File: src/rtl/core/i2p_pkg.sv
// Shared constants for the ICCID to SF_EUIMID / pseudo-UIMID block.
package i2p_pkg;

   localparam logic [31:0] SHA_H0 = 32'h67452301;
   localparam logic [31:0] SHA_H1 = 32'hEFCDAB89;
   localparam logic [31:0] SHA_H2 = 32'h98BADCFE;
   localparam logic [31:0] SHA_H3 = 32'h10325476;
   localparam logic [31:0] SHA_H4 = 32'hC3D2E1F0;

   localparam logic [31:0] SHA_K0 = 32'h5A827999;
   localparam logic [31:0] SHA_K1 = 32'h6ED9EBA1;
   localparam logic [31:0] SHA_K2 = 32'h8F1BBCDC;
   localparam logic [31:0] SHA_K3 = 32'hCA62C1D6;

   localparam int unsigned SHA_ROUNDS = 80;
   localparam int unsigned MSG_BITS   = 56;

   localparam logic [4:0] MIN_DIGITS = 5'd18;
   localparam logic [7:0] PUIMID_TAG = 8'h80;
   localparam logic [7:0] MEID_LEAD  = 8'hA0;
   localparam logic [7:0] MSG_PAD    = 8'h80;

endpackage

File: src/rtl/core/i2p_sha1_core.sv
// Iterative SHA-1 unit for a single padded 7-byte block, one round per cycle.
module i2p_sha1_core (
   input  logic        clock,
   input  logic        reset,
   input  logic        start,
   input  logic [55:0] msg,
   output logic        done,
   output logic [31:0] digest4
);

   typedef enum logic [2:0] {
      CS_IDLE = 3'b001,
      CS_RUN  = 3'b010,
      CS_FIN  = 3'b100
   } core_state_type;

   localparam logic [6:0] LAST_ROUND = 7'(i2p_pkg::SHA_ROUNDS - 1);

   core_state_type state_ff, state_in;
   logic [6:0]     round_ff, round_in;
   logic [31:0]    a_ff, b_ff, c_ff, d_ff, e_ff;
   logic [31:0]    a_in, b_in, c_in, d_in, e_in;
   logic [31:0]    w_ff [16];
   logic [31:0]    w_in [16];
   logic [31:0]    f_val, k_val, t_val, w_mix, w_new;

   always_comb begin
      if (round_ff < 7'd20) begin
         f_val = (b_ff & c_ff) | (~b_ff & d_ff);
         k_val = i2p_pkg::SHA_K0;
      end else if (round_ff < 7'd40) begin
         f_val = b_ff ^ c_ff ^ d_ff;
         k_val = i2p_pkg::SHA_K1;
      end else if (round_ff < 7'd60) begin
         f_val = (b_ff & c_ff) | (b_ff & d_ff) | (c_ff & d_ff);
         k_val = i2p_pkg::SHA_K2;
      end else begin
         f_val = b_ff ^ c_ff ^ d_ff;
         k_val = i2p_pkg::SHA_K3;
      end
      t_val = {a_ff[26:0], a_ff[31:27]} + f_val + e_ff + k_val + w_ff[0];
      w_mix = w_ff[13] ^ w_ff[8] ^ w_ff[2] ^ w_ff[0];
      w_new = {w_mix[30:0], w_mix[31]};
   end

   always_comb begin
      state_in = state_ff;
      round_in = round_ff;
      a_in     = a_ff;
      b_in     = b_ff;
      c_in     = c_ff;
      d_in     = d_ff;
      e_in     = e_ff;
      for (int i = 0; i < 16; i++) begin
         w_in[i] = w_ff[i];
      end
      case (state_ff)
         CS_IDLE, CS_FIN: begin
            state_in = CS_IDLE;
            if (start) begin
               state_in = CS_RUN;
               round_in = '0;
               a_in     = i2p_pkg::SHA_H0;
               b_in     = i2p_pkg::SHA_H1;
               c_in     = i2p_pkg::SHA_H2;
               d_in     = i2p_pkg::SHA_H3;
               e_in     = i2p_pkg::SHA_H4;
               for (int i = 0; i < 16; i++) begin
                  w_in[i] = '0;
               end
               w_in[0]  = msg[55:24];
               w_in[1]  = {msg[23:0], i2p_pkg::MSG_PAD};
               w_in[15] = 32'(i2p_pkg::MSG_BITS);
            end
         end
         CS_RUN: begin
            a_in     = t_val;
            b_in     = a_ff;
            c_in     = {b_ff[1:0], b_ff[31:2]};
            d_in     = c_ff;
            e_in     = d_ff;
            round_in = round_ff + 7'd1;
            for (int i = 0; i < 15; i++) begin
               w_in[i] = w_ff[i + 1];
            end
            w_in[15] = w_new;
            if (round_ff == LAST_ROUND) begin
               state_in = CS_FIN;
            end
         end
         default: begin
            state_in = CS_IDLE;
         end
      endcase
   end

   always_ff @(posedge clock) begin
      if (reset) begin
         state_ff <= CS_IDLE;
      end else begin
         state_ff <= state_in;
      end
      round_ff <= round_in;
      a_ff     <= a_in;
      b_ff     <= b_in;
      c_ff     <= c_in;
      d_ff     <= d_in;
      e_ff     <= e_in;
      for (int i = 0; i < 16; i++) begin
         w_ff[i] <= w_in[i];
      end
   end

   assign done    = (state_ff == CS_FIN);
   assign digest4 = e_ff + i2p_pkg::SHA_H4;

endmodule

File: src/rtl/core/iccid_to_euimid_puimid.sv
// Top level: derives SF_EUIMID and the pseudo-UIMID from ICCID nibbles.
//
//   channel  direction  handshake              payload
//   req      in         req_valid / req_stall  iccid_digits, digit_count
//   rsp      out        rsp_valid / rsp_stall  valid_res, sf_euimid, puimid
//   csr      in         csr_write_enable       csr_write_data (meid_mode)
//
// Every hash runs on the shared SHA-1 round unit, which does one round per cycle
// and 80 rounds per hash; plain mode hashes once per item, MEID mode twice.
// A short ICCID skips the hashes. Reset is synchronous and clears the mode.
// The request side stalls while an item is in work or its result is not yet taken.
module iccid_to_euimid_puimid (
   input  logic        clock,
   input  logic        reset,
   input  logic        req_valid,
   output logic        req_stall,
   input  logic [55:0] req_iccid_digits,
   input  logic [4:0]  req_digit_count,
   output logic        rsp_valid,
   input  logic        rsp_stall,
   output logic        rsp_valid_res,
   output logic [55:0] rsp_sf_euimid,
   output logic [31:0] rsp_puimid,
   input  logic        csr_write_enable,
   input  logic        csr_write_data
);

   typedef enum logic [3:0] {
      ST_IDLE  = 4'b0001,
      ST_HASH1 = 4'b0010,
      ST_HASH2 = 4'b0100,
      ST_OUT   = 4'b1000
   } top_state_type;

   top_state_type state_ff, state_in;
   logic          meid_ff;
   logic          vres_ff, vres_in;
   logic [55:0]   sf_ff, sf_in;
   logic [31:0]   pu_ff, pu_in;
   logic          req_take;
   logic          core_start;
   logic [55:0]   core_msg;
   logic          core_done;
   logic [31:0]   digest4;
   logic [55:0]   sf_plain;
   logic [55:0]   sf_meid;

   assign req_take = req_valid && !req_stall;
   assign sf_plain = {req_iccid_digits[7:0],   req_iccid_digits[15:8],
                      req_iccid_digits[23:16], req_iccid_digits[31:24],
                      req_iccid_digits[39:32], req_iccid_digits[47:40],
                      req_iccid_digits[55:48]};
   assign sf_meid  = {i2p_pkg::MEID_LEAD, 16'h0000, digest4[7:0], digest4[15:8],
                      digest4[23:16], digest4[31:24]};

   always_comb begin
      state_in   = state_ff;
      vres_in    = vres_ff;
      sf_in      = sf_ff;
      pu_in      = pu_ff;
      core_start = 1'b0;
      core_msg   = sf_plain;
      case (state_ff)
         ST_IDLE: begin
            if (req_take) begin
               if (req_digit_count < i2p_pkg::MIN_DIGITS) begin
                  vres_in  = 1'b0;
                  sf_in    = '0;
                  pu_in    = '0;
                  state_in = ST_OUT;
               end else begin
                  vres_in    = 1'b1;
                  sf_in      = sf_plain;
                  core_start = 1'b1;
                  state_in   = ST_HASH1;
               end
            end
         end
         ST_HASH1: begin
            if (core_done) begin
               if (meid_ff) begin
                  sf_in      = sf_meid;
                  core_msg   = sf_meid;
                  core_start = 1'b1;
                  state_in   = ST_HASH2;
               end else begin
                  pu_in    = {digest4[7:0], digest4[15:8], digest4[23:16],
                              i2p_pkg::PUIMID_TAG};
                  state_in = ST_OUT;
               end
            end
         end
         ST_HASH2: begin
            if (core_done) begin
               pu_in    = {i2p_pkg::PUIMID_TAG, digest4[23:0]};
               state_in = ST_OUT;
            end
         end
         ST_OUT: begin
            if (!rsp_stall) begin
               state_in = ST_IDLE;
            end
         end
         default: begin
            state_in = ST_IDLE;
         end
      endcase
   end

   always_ff @(posedge clock) begin
      if (reset) begin
         state_ff <= ST_IDLE;
         meid_ff  <= 1'b0;
      end else begin
         state_ff <= state_in;
         if (csr_write_enable) begin
            meid_ff <= csr_write_data;
         end
      end
      vres_ff <= vres_in;
      sf_ff   <= sf_in;
      pu_ff   <= pu_in;
   end

   i2p_sha1_core u_sha1 (
      .clock   (clock),
      .reset   (reset),
      .start   (core_start),
      .msg     (core_msg),
      .done    (core_done),
      .digest4 (digest4)
   );

   assign req_stall     = (state_ff != ST_IDLE);
   assign rsp_valid     = (state_ff == ST_OUT);
   assign rsp_valid_res = vres_ff;
   assign rsp_sf_euimid = sf_ff;
   assign rsp_puimid    = pu_ff;

endmodule

File: config.mk
export PLATFORM = sky130hd
export DESIGN_NAME = iccid_to_euimid_puimid
export DESIGN_NICKNAME = d
export VERILOG_FILES = /design/src/rtl/core/i2p_pkg.sv /design/src/rtl/core/i2p_sha1_core.sv /design/src/rtl/core/iccid_to_euimid_puimid.sv
export SDC_FILE = /design/constraint.sdc
export NUM_CORES = 1
export LEC_CHECK = 0
export BUFFER_PORTS_ARGS = -buffer_cell sky130_fd_sc_hd__buf_2
export CELL_PAD_IN_SITES_DETAIL_PLACEMENT = 1
export CELL_PAD_IN_SITES_GLOBAL_PLACEMENT = 1
export CORE_UTILIZATION = 52
export DETAILED_ROUTE_END_ITERATION = 16
export PLACE_DENSITY = 0.78
export SLEW_MARGIN = 20
export SYNTH_ARGS = -nofsm -noshare
export SYNTH_HDL_FRONTEND = slang
export SYNTH_SLANG_ARGS = --single-unit
File: constraint.sdc
create_clock -name clock -period 13.1 [get_ports clock]
set_input_delay 2.62 -clock clock [delete_from_list [all_inputs] [get_ports clock]]
set_output_delay 2.62 -clock clock [all_outputs]
set_load 0.02 [all_outputs]
==> summary.md <==
| Metric | Value |
|---|---|
| Max-cap violations | 0 |
| Worst reg-to-reg setup slack | 6.09 ns |
| Final Wtd Congestion | 0.9158 |
| Crit path max-delay family | adder cells |
| Post_cts resized | 0 |
| Syn Area/Cell | approximately 13 µm² |
| CTS tree | built |
| Net Sw Frac | 28.83% |
| Initial antenna violation count | 7 |
| RSZ-0062 raised after global routing | no |
| Critical Path Start Type | flip-flop |
| Post-synthesis instance total | 2702 |
| CP max stage cell | nor3_2 |
| Die Width | 266.3 µm |
| FILL cells | 6696 |
| First-pass GRT wire length | 142.6 mm |
| Status | complete, no violations |
| Max Freq | roughly 140 MHz |
| Static Leak | 14.70 nW |
| Most frequent cell after synthesis | edfxtp_1 |
| Slew of the pin with the lowest slew margin | 1.089 ns |
| Cell Area, Placed | about 0.038 mm² |
| CP Max Fanout | 22 |
| Post-synth EDFFs | ~770 |
| Die footprint | 0.07091 mm² |
| Clk Latency, worst-skew pair | around 0.66 ns |
| Syn nets | 2955 |
| Slew Limit Headroom | 27.39% |
| Worst-path cell chain | and3_1 > nor3_2 > inv_2 > nand2_2 > buf_4 > nor2_1 > nor2_1 > fa_1 > inv_1 > fa_1 > fa_1 > inv_1 > ha_1 > inv_1 > fa_1 > nor2b_1 > o31a_1 > o41ai_2 > a21oi_1 > a21oi_1 > a21oi_1 > a21boi_0 > mux2i_1 |
| Critical Path RT | 13.49 ns |
| Share of cells above drive strength 1 | 11.30% |
| Hold Buf Count CTS | 0 |
| Worst vdd ir | 0.1696 mV |
| Routed length on met1 | 39.11 mm |
| Largest cells by area after synthesis | edfxtp_1 (63%), and2_1 (8.9%), fa_1 (6.6%) |
| Clock share of power | 35.7% |
| # nets final | 3088 |
| Buf+Inv Stages, Crit Path | 5 |
| Cell accounting for the most synthesized area | edfxtp_1 |
| Setup CP Type | reg2reg |
| Crit path top cell by count | fa_1 |
| Vias | 21571 |
| Vias in the first global route | ~23000 |
| Comb pwr share | between 10% and 20% |
| Worst-path clk slew | around 0.060 ns |
| Clock Tree Buf Depth | 3 |
| DR iter-0 viols | a little under 2000 |
| Worst hold path class | reg2reg |
| Routed len/inst | roughly 25 µm |
| Port Buffers | 156 |
| # rows | 96 |
| Highest Signal Layer | met5 |
| Final ANT Viol Nets | 0 |
| Final setup margin | 6.090 ns |
| Core Footprint | between 0.06 and 0.07 mm² |
| Max incr delay on CP | 0.63 ns |
| Final worst-path cycle share | 53.51% |
| Final Cell Area | 0.04076 mm² |
| Setup violators final | 0 |
| Synthesis Warnings | 0 |
| Post-DP HPWL | 63.23 mm |
| CP Capture Type | flip-flop |
| Detail Route met2 WL | roughly 47 mm |
| Synth Cell Area | around 0.036 mm² |
| Largest net degree at the start of global routing | 306 |
| Slew Limit Fails | 0 |
| Ys async rst share | 0% |
| Drt first pass iters | 6 |
| Internal power | 4.655 mW |
| Fin crit period | roughly 7 ns |
| Via/cell ratio | 5.625 |
| Post-CTS Setup Inserts | 0 |
| Synth unique cells | 74 |
| Gr ovfl total | 0 |
| Sw Pwr | 1.886 mW |
| Dpl ws | 6.104 ns |
| Hold WS | 0.4899 ns |
| Final setup TNS | 0 ns |
| Clk root buf | clkbuf_16 |
| Pwr Density | 160.5 mW/mm² |
| Num ports | between 150 and 200 |
| Final wirelength | 94.55 mm |
| Sequential area share after synthesis | 63.93% |
| Share of the synthesized area in the top cell type | 63.49% |
| Initial Util | between 50% and 60% |
| Die Span Y | 266.3 µm |
| Residual DRC count | 0 |
| Clk sinks | 776 |
| Sequential Power Share | 45.7% |
| Area delta synth->final | 12.21% |
| Gr usage total | 27.24% |
| Inserted Clock Buffers | 82 |
| WL met3 | approximately 5.2 mm |
| Top cells by count, synth | edfxtp_1 (768), and2_1 (518), nand2_1 (164) |
| Power, Total | approximately 6.5 mW |
| Clk_skew | 0.04739 ns |
| Ys flop type | edfxtp_1 |
| Critical Path AT | between 7 and 8 ns |
| CTS H-Tree Depth | 3 |
| Synth Register Bits | 776 |
| Final Hold Fails | 0 |
## power groups by stage
stage,Clock [mW],Sequential (mW),Combinational (mW)
CTS,2.38,2.99,1.21
finish,2.34,2.99,1.22
global placement,0,3.03,1.14
global route,2.45,3.00,1.34
floorplan,0,3.11,0.802
detailed placement,0,3.04,1.19
## layout by cell type (no fill, tap or decap), types with 16 or more instances in the layout
cell         n
nor2b_1     33
o32ai_1     20
edfxtp_1   768
a21oi_1     56
nor2_1     160
o21ai_0     67
xor2_1      29
or3_1       73
and2_1     518
nand3_1     37
clkbuf_16   82
xnor2_1    121
buf_2      156
a31oi_1     16
clkinv_1    17
inv_1      153
fa_1       119
clkbuf_1    16
a21o_1      18
ha_1        67
nand2_1    163
## cell families after synthesis
family / after synthesis / synth area share (%)
AND/OR/NAND/NOR: 1040 / 15.62
flip-flops: 776 / 63.93
buffers and inverters: 281 / 2.907
AO/OA/AOI/OAI: 261 / 4.833
adder cells (fa/ha/maj): 186 / 8.866
XOR/XNOR: 150 / 3.617
multiplexers: 8 / 0.2205
## sequential cells by signal, summed over array words and instances (netlist names), 7 cells and up
signal,flops
rsp_sf_euimid,56
u_sha1.e_ff,32
u_sha1.a_ff,32
u_sha1.b_ff,32
rsp_puimid,32
u_sha1.d_ff,32
u_sha1.w_ff,512
u_sha1.round_ff,7
u_sha1.c_ff,32
## layout make-up
cell class                      count  area [µm²]  share of cell area [%]
Clock buffer                       98        2112                   5.182
Sequential cell                   776       23220                   56.98
Tap cell                          931        1165                   2.858
Inverter                          154       578.1                   1.418
Clock inverter                     53       560.5                   1.375
Antenna cell                        2       5.005                 0.01228
Multi-Input combinational cell   1645       12110                   29.72
Timing Repair Buffer              176        1001                   2.456
## routing by layer
metal  vias up  GRT usage, %
met3       196         4.871
met5         -             0
met4         6         10.52
met1     11160         35.77
li1       9605             -
met2       604         45.18
## metrics by stage
| step | std cells | util (%) |
|---|---|---|
| detailed placement | 3681 | 55.28 |
| finish | 3835 | 59.22 |
| global route | 3835 | 59.22 |
| global placement | 3681 | 55.27 |
| floorplan | 2702 | - |
| CTS | 3832 | 59.17 |
## worst paths after layout
path              cells past startpoint             endpoint           startpoint
hold reg to reg                       1  u_sha1.w_ff[0][125]  u_sha1.w_ff[0][157]
setup reg to reg                     23      u_sha1.a_ff[25]   u_sha1.round_ff[4]
hold / removal                        1  u_sha1.w_ff[0][125]  u_sha1.w_ff[0][157]
setup / recovery                     23      u_sha1.a_ff[25]   u_sha1.round_ff[4]
Power figures use the tool's default switching activity.
